$ cat src/design/smx_pkg.sv
package smx_pkg;

    localparam int unsigned WordWidth  = 16;
    localparam int unsigned DepthWidth = 9;

    typedef logic [WordWidth-1:0]  t_word;
    typedef logic [7:0]            t_opcode;
    typedef logic [DepthWidth-1:0] t_depth;

    localparam t_opcode OP_PUSH = 8'd0;
    localparam t_opcode OP_POP  = 8'd1;
    localparam t_opcode OP_ADD  = 8'd2;
    localparam t_opcode OP_SUB  = 8'd3;
    localparam t_opcode OP_MUL  = 8'd4;
    localparam t_opcode OP_INC  = 8'd5;
    localparam t_opcode OP_DEC  = 8'd6;
    localparam t_opcode OP_HALT = 8'd7;

    typedef enum logic [2:0] {
        ST_OK        = 3'd0,
        ST_UNDERFLOW = 3'd1,
        ST_OVERFLOW  = 3'd2,
        ST_ILLEGAL   = 3'd3,
        ST_IGNORED   = 3'd4
    } t_status;

    // How the cached top, the cached entry below it and the stack pointer move.
    typedef enum logic [2:0] {
        ACT_HOLD,
        ACT_PUSH,
        ACT_POP,
        ACT_REDUCE,
        ACT_MODIFY,
        ACT_HALT
    } t_stack_act;

    typedef struct packed {
        logic empty;
        logic has_two;
        logic full;
        logic halted;
    } t_stack_flags;

    typedef struct packed {
        t_stack_act act;
        t_word      value;
        t_status    status;
    } t_exec_res;

endpackage

$ cat src/design/smx_stack_ram.sv
module smx_stack_ram #(
    parameter int unsigned DEPTH = 256,
    parameter int unsigned AW    = 8
) (
    input  logic             i_clk,
    input  logic             i_we,
    input  logic [AW-1:0]    i_wr_addr,
    input  smx_pkg::t_word   i_wr_data,
    input  logic [AW-1:0]    i_rd_addr,
    output smx_pkg::t_word   o_rd_data
);
    import smx_pkg::*;

    t_word r_mem [DEPTH];
    t_word r_rd_data;

    always_ff @(posedge i_clk) begin
        if (i_we) begin
            r_mem[i_wr_addr] <= i_wr_data;
        end
        r_rd_data <= r_mem[i_rd_addr];
    end

    assign o_rd_data = r_rd_data;

endmodule

$ cat config.mk
export PLATFORM = sky130hd
export DESIGN_NAME = smx_stack_ram
export DESIGN_NICKNAME = d
export VERILOG_FILES = /design/src/design/smx_pkg.sv /design/src/design/smx_stack_ram.sv
export SDC_FILE = /design/constraint.sdc
export NUM_CORES = 2
export LEC_CHECK = 0
export ABC_AREA = 1
export BUFFER_PORTS_ARGS = -buffer_cell sky130_fd_sc_hd__buf_2
export CAP_MARGIN = 10
export CORE_ASPECT_RATIO = 0.75
export CORE_MARGIN = 5
export CORE_UTILIZATION = 40
export DETAILED_ROUTE_END_ITERATION = 8
export GPL_ROUTABILITY_DRIVEN = 0
export MAX_ROUTING_LAYER = met4
export PLACE_DENSITY = 0.51
export REMOVE_ABC_BUFFERS = 1
export SLEW_MARGIN = 20
export SYNTH_ARGS = -nofsm -noshare
export SYNTH_HDL_FRONTEND = slang
export SYNTH_SLANG_ARGS = --single-unit
$ cat constraint.sdc
create_clock -name i_clk -period 4.1 [get_ports i_clk]
set_clock_uncertainty 0.05 [all_clocks]
set_input_delay 0.82 -clock i_clk [delete_from_list [all_inputs] [get_ports i_clk]]
set_output_delay 0.82 -clock i_clk [all_outputs]
set_load 0.01 [all_outputs]
[Word level (Yosys, flattened, before mapping)]
Memory sizes are Yosys's and may differ from the RTL's. A register that Yosys moved wholly into a read port is not among the register bits.
Index checks and enable logic that the tools add are counted.
Word-level totals
  memories: 1
  word-level logic and storage cells: 3
  output and inout port bits: 16
  input bits: 34
  flip-flop bits (word level): 0
  memory bits (writable): 4096
Cells by class
  mux-type cells: 2
Memory list
  r_mem: words 256, bits a word 16, read ports 1, clocked after Yosys merged registers in 1, write ports 1, line smx_stack_ram.sv:14  | t_word r_mem [DEPTH];
Operator list (count)
  2-to-1 mux 1 bit: 2

[Longest topological paths before layout]
  depth after elaboration: 2
  mapped depth: 15
  gate-level depth less buffers: 11

[Worst setup path before layout]
Ideal clock, no wire load.
  kind: input to register
  start: in i_we
  end: mem r_mem[162][0] (netlist name) (enable)
  data required time: 3662 ps
  stages: 4
  setup time: 388 ps
  data arrival time: 2272 ps
  buffers on the path: 2
  slack: 1390 ps
  cell sequence: clkbuf_1 nand3_1 clkbuf_1 nor2_1
Between the ends
  cells in the longest elaborated chain, start to end: 2
RTL lines
  start: declaration: line smx_stack_ram.sv:6  | input logic i_we,
  2-to-1 mux 1 bit: line smx_stack_ram.sv:18  | if (i_we) begin
  2-to-1 mux 1 bit (implied by the code): line smx_stack_ram.sv:19  | r_mem[i_wr_addr] <= i_wr_data;
  end: declaration: line smx_stack_ram.sv:14
Every way passes these cells.

==> flow_metrics.env <==
export IMPL_cts_made_buffers=409
export IMPL_grt_antenna_before_repair=38
export IMPL_synth_top_cell_by_area="edfxtp_1"
export IMPL_ctsResizeCount=0
export IMPL_synthMuxAreaShare_pct=0
export IMPL_totalWireLength_um=546000
export IMPL_drv_cap=0
export IMPL_fp_row_count=204
export IMPL_die_x_um=753
export IMPL_fin_crit_sh_pct=80.6
export IMPL_synthCells=13600
export IMPL_synth_top_family_by_area="simple AND/OR/NAND/NOR gates"
export IMPL_worst_r2r_path_depth=10
export IMPL_synth_fa_ha_area_share_pct=0
export IMPL_setup_tns_ns=0
export IMPL_worst_endpoint_arrival_ns=4.21
export IMPL_final_cell_mix="4195 x nand2_1, 4096 x edfxtp_1, 4035 x nand3_1"
export IMPL_end_kind="flip-flop"
export IMPL_rrSetupSlack_ns=1.61
export IMPL_synth_compound_area_share_pct=0
export IMPL_utilization_pct=45.9
export IMPL_first_pass_iters=9
export IMPL_yosys_area_top_type_share_pct=74.2
export IMPL_setup_viol=0
export IMPL_viasPerCell=5.66
export IMPL_hold_viol=0
export IMPL_cp_endpoint="o_rd_data[12]"
export IMPL_status="complete, no violations"
export IMPL_ys_warn_count=0
export IMPL_synthXorXnorAreaFrac_pct=0
export IMPL_relSlewSlack_pct=20.8
export IMPL_routedWlPerCell_um=27.7
export IMPL_vias=112000
export IMPL_peakVddDrop_uv=361
export IMPL_placed_area_mm2=0.176
export IMPL_drcViolationCount=0
export IMPL_synthTopCellsByArea="edfxtp_1 74%, nand3_1 12%, nand2_1 9.5%, buf_2 1.5%, buf_4 0.74%"
export IMPL_clk_path_buf_depth=4
export IMPL_cts_tree="done"
export IMPL_finalMaxSlewViolations=0
export IMPL_synth_simple_area_share_pct=22.4
export IMPL_initial_core_util_pct=40.2
export IMPL_worstPathRequired_ns=5.00
export IMPL_core_mm2=0.412
export IMPL_fin_crit_ns=3.30
export IMPL_fin_area_mm2=0.189
export IMPL_clkSinkCount=4112
export IMPL_cp_startpoint="i_rd_addr[0]"
export IMPL_track_usage_pct=25.4
export IMPL_path_class="input port to flip-flop"
export IMPL_h_tree_depth=5
export IMPL_ys_ff_latch=4112
export IMPL_clk_pin_slew_ns=0.06
export IMPL_cts_root_buffer="clkbuf_16"
export IMPL_portBuffers=49
export IMPL_grt_first_pass_wirelength_um=773000
export IMPL_powerDensity_mw_per_mm2=475
export IMPL_hold_path_class="input port to flip-flop"
export IMPL_post_cts_buffers=0
export IMPL_grt_pass1_vias=103000
export IMPL_ys_seq_area_share_pct=74.4
export IMPL_drt_iter0_markers=14900
export IMPL_p_leak_nw=66.0
export IMPL_place_ws_ns=-0.0429
export IMPL_syn_area_per_cell_um2=12.2
export IMPL_dieArea_mm2=0.427
export IMPL_clk_latency_ns=1.03
export IMPL_timing_final_ws_setup_ns=0.797
export IMPL_r2r_start="r_mem[47][12]"
export IMPL_crit_fanout=49
export IMPL_syn_area_mm2=0.166
export IMPL_grt_start_max_net_pins=148
export IMPL_seq_area_mm2=0.123
export IMPL_final_layout_size_suffix_gt1_share_pct=10.3
export IMPL_fmax_mhz=303
export IMPL_final_antenna_net_count=0
export IMPL_post_dp_hpwl_um=325000
export IMPL_layout_nets=13900
export IMPL_area_growth_syn_to_layout_pct=14.1
export IMPL_globalRoute_totalOverflow=0
export IMPL_synth_cell_type_count=15
export IMPL_cp_start_kind="input port"
export IMPL_hold_buffers=1
export IMPL_grt_setup_unrepaired="false"
export IMPL_io_pins=50
export IMPL_worstMarginPinSlew_ns=1.19
export IMPL_die_height_um=567
export IMPL_n_fill_cell=37000
export IMPL_final_common_cell="nand2_1"
export IMPL_whs_ns=0.182
export IMPL_reg2reg_to="o_rd_data[12]"
export IMPL_multi_input_area_mm2=0.0373
where the power goes:
group / leakage (nW) / switching [mW] / internal, mW / total [mW]
combinational: 22.7 / 4.57 / 1.48 / 6.04
clock: 6.40 / 16.5 / 20.8 / 37.2
sequential: 36.9 / 0.106 / 46.3 / 46.4
total: 66.0 / 21.2 / 68.6 / 89.7
per-stage QoR:
step / power [mW] / instances
floorplan: 50.0 / 12700
global placement: 53.3 / 18900
detailed placement: 53.3 / 18900
CTS: 90.3 / 19700
global route: 92.5 / 19700
finish: 89.7 / 19700
routing by layer:
layer  global-route usage [%]  vias up  wire (µm)
met2                     35.8     5529     235000
met5                        -        -          0
li1                         -    49200          -
met3                     5.40      785      56200
met1                     37.3    56300     239000
met4                     7.00        0      15400
flip-flops by register name, indices dropped and copies added, names as in the netlist:
signal,count
o_rd_data,16
r_mem,4096
final cells by class:
type,count,share of cell area [%]
Inverter,39,0.105
Tap cell,5459,3.61
Timing Repair Buffer,803,4.34
Multi-Input combinational cell,8529,19.7
Sequential cell,4112,65.2
Clock inverter,241,1.25
Clock buffer,508,5.69
Antenna cell,49,0.0648
worst min path at each step:
stage                       start             end  cells past startpoint
global route        i_wr_data[13]  r_mem[171][13]                      1
floorplan           r_mem[212][1]    o_rd_data[1]                     10
CTS                 i_wr_data[13]  r_mem[171][13]                      1
finish              i_wr_data[13]  r_mem[167][13]                      1
global placement     r_mem[52][3]    o_rd_data[3]                     10
detailed placement  r_mem[54][14]   o_rd_data[14]                     10
Yosys cell counts:
master and n:
buf_1 70, buf_12 1, buf_2 495, buf_4 163, buf_6 53, buf_8 1, clkbuf_1 154, dfxtp_1 16
edfxtp_1 4096, inv_1 35, inv_2 2, inv_4 2, nand2_1 4211, nand3_1 4035, nor2_1 283
critical path: stages:
cell     delay [ns]
buf_12         0.15
inv_16         0.43
buf_12         0.26
buf_4          0.19
buf_12         0.16
nand2_1        0.06
nand3_1        0.06
nand3_1        0.08
nand3_1        0.24
nand3_1        0.45
nand3_1        0.24
nand3_1        0.18
nand2_1        0.19
nand2_1        0.29
nand2_1        0.17
kinds of logic after synthesis:
logic type | Yosys count
buffers and inverters | 976
DFF | 4112
and+or+nand+nor | 8529
Power figures use the tool's default switching activity.
