$ cat src/design/smx_pkg.sv
package smx_pkg;

    localparam int unsigned WordWidth  = 16;
    localparam int unsigned DepthWidth = 9;

    typedef logic [WordWidth-1:0]  t_word;
    typedef logic [7:0]            t_opcode;
    typedef logic [DepthWidth-1:0] t_depth;

    localparam t_opcode OP_PUSH = 8'd0;
    localparam t_opcode OP_POP  = 8'd1;
    localparam t_opcode OP_ADD  = 8'd2;
    localparam t_opcode OP_SUB  = 8'd3;
    localparam t_opcode OP_MUL  = 8'd4;
    localparam t_opcode OP_INC  = 8'd5;
    localparam t_opcode OP_DEC  = 8'd6;
    localparam t_opcode OP_HALT = 8'd7;

    typedef enum logic [2:0] {
        ST_OK        = 3'd0,
        ST_UNDERFLOW = 3'd1,
        ST_OVERFLOW  = 3'd2,
        ST_ILLEGAL   = 3'd3,
        ST_IGNORED   = 3'd4
    } t_status;

    // How the cached top, the cached entry below it and the stack pointer move.
    typedef enum logic [2:0] {
        ACT_HOLD,
        ACT_PUSH,
        ACT_POP,
        ACT_REDUCE,
        ACT_MODIFY,
        ACT_HALT
    } t_stack_act;

    typedef struct packed {
        logic empty;
        logic has_two;
        logic full;
        logic halted;
    } t_stack_flags;

    typedef struct packed {
        t_stack_act act;
        t_word      value;
        t_status    status;
    } t_exec_res;

endpackage

$ cat src/design/smx_alu.sv
module smx_alu (
    input  smx_pkg::t_opcode     i_opcode,
    input  smx_pkg::t_word       i_immediate,
    input  smx_pkg::t_word       i_top,
    input  smx_pkg::t_word       i_below,
    input  smx_pkg::t_stack_flags i_flags,
    output smx_pkg::t_exec_res   o_res
);
    import smx_pkg::*;

    logic [2*WordWidth-1:0] w_product;

    assign w_product = i_below * i_top;

    always_comb begin
        o_res.act    = ACT_HOLD;
        o_res.value  = '0;
        o_res.status = ST_OK;
        if (i_flags.halted) begin
            o_res.status = ST_IGNORED;
        end else begin
            unique case (i_opcode)
                OP_PUSH: begin
                    if (i_flags.full) begin
                        o_res.status = ST_OVERFLOW;
                    end else begin
                        o_res.act   = ACT_PUSH;
                        o_res.value = i_immediate;
                    end
                end
                OP_POP: begin
                    if (i_flags.empty) begin
                        o_res.status = ST_UNDERFLOW;
                    end else begin
                        o_res.act   = ACT_POP;
                        o_res.value = i_top;
                    end
                end
                OP_ADD, OP_SUB, OP_MUL: begin
                    if (!i_flags.has_two) begin
                        o_res.status = ST_UNDERFLOW;
                    end else begin
                        o_res.act = ACT_REDUCE;
                        if (i_opcode == OP_ADD) begin
                            o_res.value = i_below + i_top;
                        end else if (i_opcode == OP_SUB) begin
                            o_res.value = i_below - i_top;
                        end else begin
                            o_res.value = w_product[WordWidth-1:0];
                        end
                    end
                end
                OP_INC, OP_DEC: begin
                    if (i_flags.empty) begin
                        o_res.status = ST_UNDERFLOW;
                    end else begin
                        o_res.act   = ACT_MODIFY;
                        o_res.value = (i_opcode == OP_INC) ? i_top + 16'd1 : i_top - 16'd1;
                    end
                end
                OP_HALT: begin
                    o_res.act = ACT_HALT;
                end
                default: begin
                    o_res.status = ST_ILLEGAL;
                end
            endcase
        end
    end

endmodule

$ cat config.mk
export PLATFORM = sky130hd
export DESIGN_NAME = smx_alu
export DESIGN_NICKNAME = d
export VERILOG_FILES = /design/src/design/smx_pkg.sv /design/src/design/smx_alu.sv
export SDC_FILE = /design/constraint.sdc
export NUM_CORES = 1
export LEC_CHECK = 0
export BUFFER_PORTS_ARGS = -buffer_cell sky130_fd_sc_hd__buf_2
export CAP_MARGIN = 20
export CORE_MARGIN = 5
export CORE_UTILIZATION = 43
export DETAILED_ROUTE_END_ITERATION = 12
export PLACE_DENSITY_LB_ADDON = 0.08
export RECOVER_POWER = 25
export SLEW_MARGIN = 5
export SYNTH_ARGS = -nofsm -noshare
export SYNTH_HDL_FRONTEND = slang
export SYNTH_SLANG_ARGS = --single-unit
export TNS_END_PERCENT = 1
$ cat constraint.sdc
create_clock -name vclk -period 6.9
set_clock_uncertainty 0.05 [all_clocks]
set_input_delay 1.035 -clock vclk [all_inputs]
set_output_delay 1.035 -clock vclk [all_outputs]
set_load 0.02 [all_outputs]
# Word level (Yosys, flattened, before mapping)
# Index checks and enable logic that the tools add are counted.
dict set report classes {
  reduce_logical 4
  n_mul 1
  mux 15
  n_eq_ne 7
  addsub 4
}
# op n
set ops {}
lappend ops {{$pmux 16 s4} 1}
lappend ops {{$mux 16} 3}
lappend ops {{$mux 19} 2}
lappend ops {{$mux 18} 2}
lappend ops {{$eq 8x3->1 const B} 4}
lappend ops {{$mux 17} 1}
lappend ops {{$add 16x1->16 const B} 1}
lappend ops {{$add 16x16->16} 1}
lappend ops {{$eq 8x2->1 const B} 2}
lappend ops {{$mul 16x16->16} 1}
lappend ops {{$sub 16x1->16 const B} 1}
lappend ops {{$sub 16x16->16} 1}
lappend ops {{$pmux 3 s5} 1}
lappend ops {{$pmux 3 s4} 1}
lappend ops {{$eq 8x1->1 const B} 1}
lappend ops {{$logic_not 8->1} 1}
lappend ops {{$reduce_or 3->1} 2}
lappend ops {{$mux 3} 1}
lappend ops {{$mux 1} 2}
lappend ops {{$mux 2} 1}
lappend ops {{$reduce_or 2->1} 1}
dict set report totals {
  out_inout_bits 22
  in_bits 60
  ff_bits 0
}

# Depth between registers and ports, before layout
dict set report depth {
  ltp_word 6
  depth_mapped 23
  mapped_depth_nobuf 22
}

# Least setup slack after synthesis
# OpenSTA, ideal clock, no wires.
dict set report synth_timing {
  path_kind {in2out}
  start {input port i_top[1]}
  end {output port o_res[18] in the netlist's numbering}
  arrival_time_ns 6.408
  setup_slack_ns -0.593
  n_path_buf 1
  path_stages 18
  required_time_ns 5.815
  path_cell_list {clkbuf_1 -> nand2_1 -> fa_1 -> fa_1 -> fa_1 -> fa_1 -> inv_1 -> fa_1 -> inv_1 -> fa_1 -> inv_1 -> ha_1 -> a21o_1 -> a221oi_1 -> o21ai_0 -> xnor2_1 -> a2111o_1 -> a21oi_1}
}
# item line
set synth_lines {}
lappend synth_lines {{from (decl)} smx_alu.sv:4} ;# input smx_pkg::t_word i_top,
lappend synth_lines {{to (decl)} smx_alu.sv:7} ;# output smx_pkg::t_exec_res o_res

==> impl_metrics.env <==
export IMPL_status="complete, but fails checks"
export IMPL_failed_checks="negative setup slack"
export IMPL_yosysTopAreaCell="fa_1"
export IMPL_viasPerCell=5.38
export IMPL_rows=45
export IMPL_ys_warnings_count=0
export IMPL_slew_violations=0
export IMPL_maxCapViolations=0
export IMPL_min_period_ns=7.27
export IMPL_p_leak_nw=4.03
export IMPL_post_cts_setup_buffers=0
export IMPL_tightestPinTransition_ns=1.33
export IMPL_max_vdd_ir_drop_v=0.000455
export IMPL_power_density_mw_per_mm2=337
export IMPL_ctsHoldBuffers=0
export IMPL_finalSetupTns_ns=-1.40
export IMPL_grt_pass1_vias=6399
export IMPL_grt_max_degree=27
export IMPL_synth_cell_type_count=59
export IMPL_clock_buffers=0
export IMPL_drc=0
export IMPL_fin_area_mm2=0.00826
export IMPL_start_util=0.440
export IMPL_critPathRequiredTime_ns=5.81
export IMPL_hold_class="in -> out"
export IMPL_netlist_top_cells_count="inv_1, nand2_1, ha_1"
export IMPL_postRouteAntennaNets=0
export IMPL_drive_gt1_frac=0.227
export IMPL_hp_start="i_flags[0]"
export IMPL_pre_cts_ws_ns=-0.594
export IMPL_critPathLaunchType="primary input"
export IMPL_setup_ws_ns=-0.372
export IMPL_grt_total_usage=0.241
export IMPL_max_freq_mhz=138
export IMPL_setup_viol=6
export IMPL_crit_start="i_top[4]"
export IMPL_syn2layout_area_growth_pct=23.5
export IMPL_ys_seq_area_frac=0
export IMPL_wl_um=21800
export IMPL_gp_congestion=0.989
export IMPL_syn_area_mm2=0.00668
export IMPL_synth_top_area_share=0.249
export IMPL_ios=82
export IMPL_synth_nets=1112
export IMPL_core_area_mm2=0.0152
export IMPL_avgSynthCellArea_um2=7.63
export IMPL_die_width_um=135
export IMPL_dpl_cell_area_mm2=0.00805
export IMPL_first_pass_iters=5
export IMPL_overflow=0
export IMPL_grt_antenna_before_repair=0
export IMPL_critical_path_arrival_ns=6.19
export IMPL_drtIter0Drc=414
export IMPL_seq_cells=0
export IMPL_n_fill_cell=1516
export IMPL_fin_nets=1265
export IMPL_synth_most_common_cell="inv_1"
export IMPL_synthTopCellsByArea="fa_1, ha_1, inv_1, xnor2_1, nand2_1"
export IMPL_relSlewSlack=0.112
export IMPL_crit_fanout=8
export IMPL_critPathKind="in -> out"
export IMPL_post_drt_wl_per_cell_um=17.9
export IMPL_post_route_period_util=1.05
export IMPL_place_hpwl_um=18600
export IMPL_hold_violations=0
export IMPL_dieArea_mm2=0.0181
export IMPL_n_antenna_cell=0
export IMPL_vias=6532
export IMPL_grt_pass1_wl_um=35100
export IMPL_grt_setup_unrepaired="yes"
export IMPL_end_kind="output pin"
export IMPL_io_buffer_count=82
export IMPL_die_h_um=135
export IMPL_syn_inst=876
export IMPL_register_area_um2=0
per-stage QoR:
| step | power [mW] | utilization | instances | hold WS [ns] |
|---|---|---|---|---|
| after floorplan | 1.53 | - | 876 | 2.10 |
| after global placement | 2.47 | 0.529 | 1215 | 2.29 |
| after detailed placement | 2.48 | 0.529 | 1215 | 2.29 |
| after CTS | 2.69 | 0.541 | 1215 | 2.29 |
| after global routing | 3.06 | 0.543 | 1215 | 2.32 |
| final | 2.78 | 0.543 | 1215 | 2.30 |
worst paths after layout:
check | cells after the start | end | slack, ns
setup / recovery | 23 | o_res[15] | -0.37
hold / removal | 2 | o_res[2] | 2.30
area by class of cell:
type	instances	area, um^2	share of cell area
inverters	151	567	0.0687
well taps	188	235	0.0285
multi-input cells	692	6200	0.751
repair buffers	184	1260	0.152
cells in the final DEF (no fill, tap or decap), drive strengths merged, types with 13 or more instances in the layout:
| cell type | Yosys | layout |
|---|---|---|
| a21oi | 47 | 47 |
| a222oi | 15 | 15 |
| and2 | 57 | 57 |
| buf | 9 | 180 |
| fa | 83 | 83 |
| ha | 93 | 93 |
| inv | 151 | 151 |
| nand2 | 107 | 107 |
| nand3 | 13 | 13 |
| nor2 | 54 | 54 |
| o21ai | 24 | 24 |
| xnor2 | 56 | 56 |
worst max-delay path, cell delays in order:
cell and delay (ns):
buf_6 0.12, and2_4 0.16, fa_1 0.52, inv_1 0.05
fa_1 0.50, fa_1 0.43, fa_1 0.49, inv_1 0.05
fa_1 0.47, inv_1 0.05, fa_1 0.47, inv_1 0.06
ha_4 0.21, a21o_1 0.19, buf_4 0.15, a41oi_4 0.24
xnor2_2 0.10, nand2_2 0.10, o41ai_2 0.11, o31ai_1 0.29
buf_4 0.17, a21oi_2 0.06, buf_6 0.17
metal layers:
metal | track usage | up-vias | wire length, um
met3 | 0.0227 | 15 | 1510
met4 | 0.0260 | 0 | 218
met2 | 0.376 | 222 | 9670
met1 | 0.372 | 3091 | 10400
li1 | - | 3204 | -
met5 | 0 | - | 0
timing repair:
item                       CTS  global route
setup endpoints to repair    7             7
pin swaps                   15             5
gates resized for setup     43            12
cell families after synthesis:
logic type | Yosys count | share of synthesized area
muxes | 4 | 0.00599
buffers and inverters | 184 | 0.107
and+or+nand+nor | 277 | 0.198
adders and majority gates | 176 | 0.423
xor gates and xnor gates | 66 | 0.0865
AOI/OAI and AO/OA | 169 | 0.180
where the power goes:
part	switching [mW]	leakage, nW	internal, mW	total (mW)
clock network	0	0	0	0
logic	1.44	4.03	1.34	2.78
registers	0	0	0	0
total	1.44	4.03	1.34	2.78
Power figures use the tool's default switching activity.
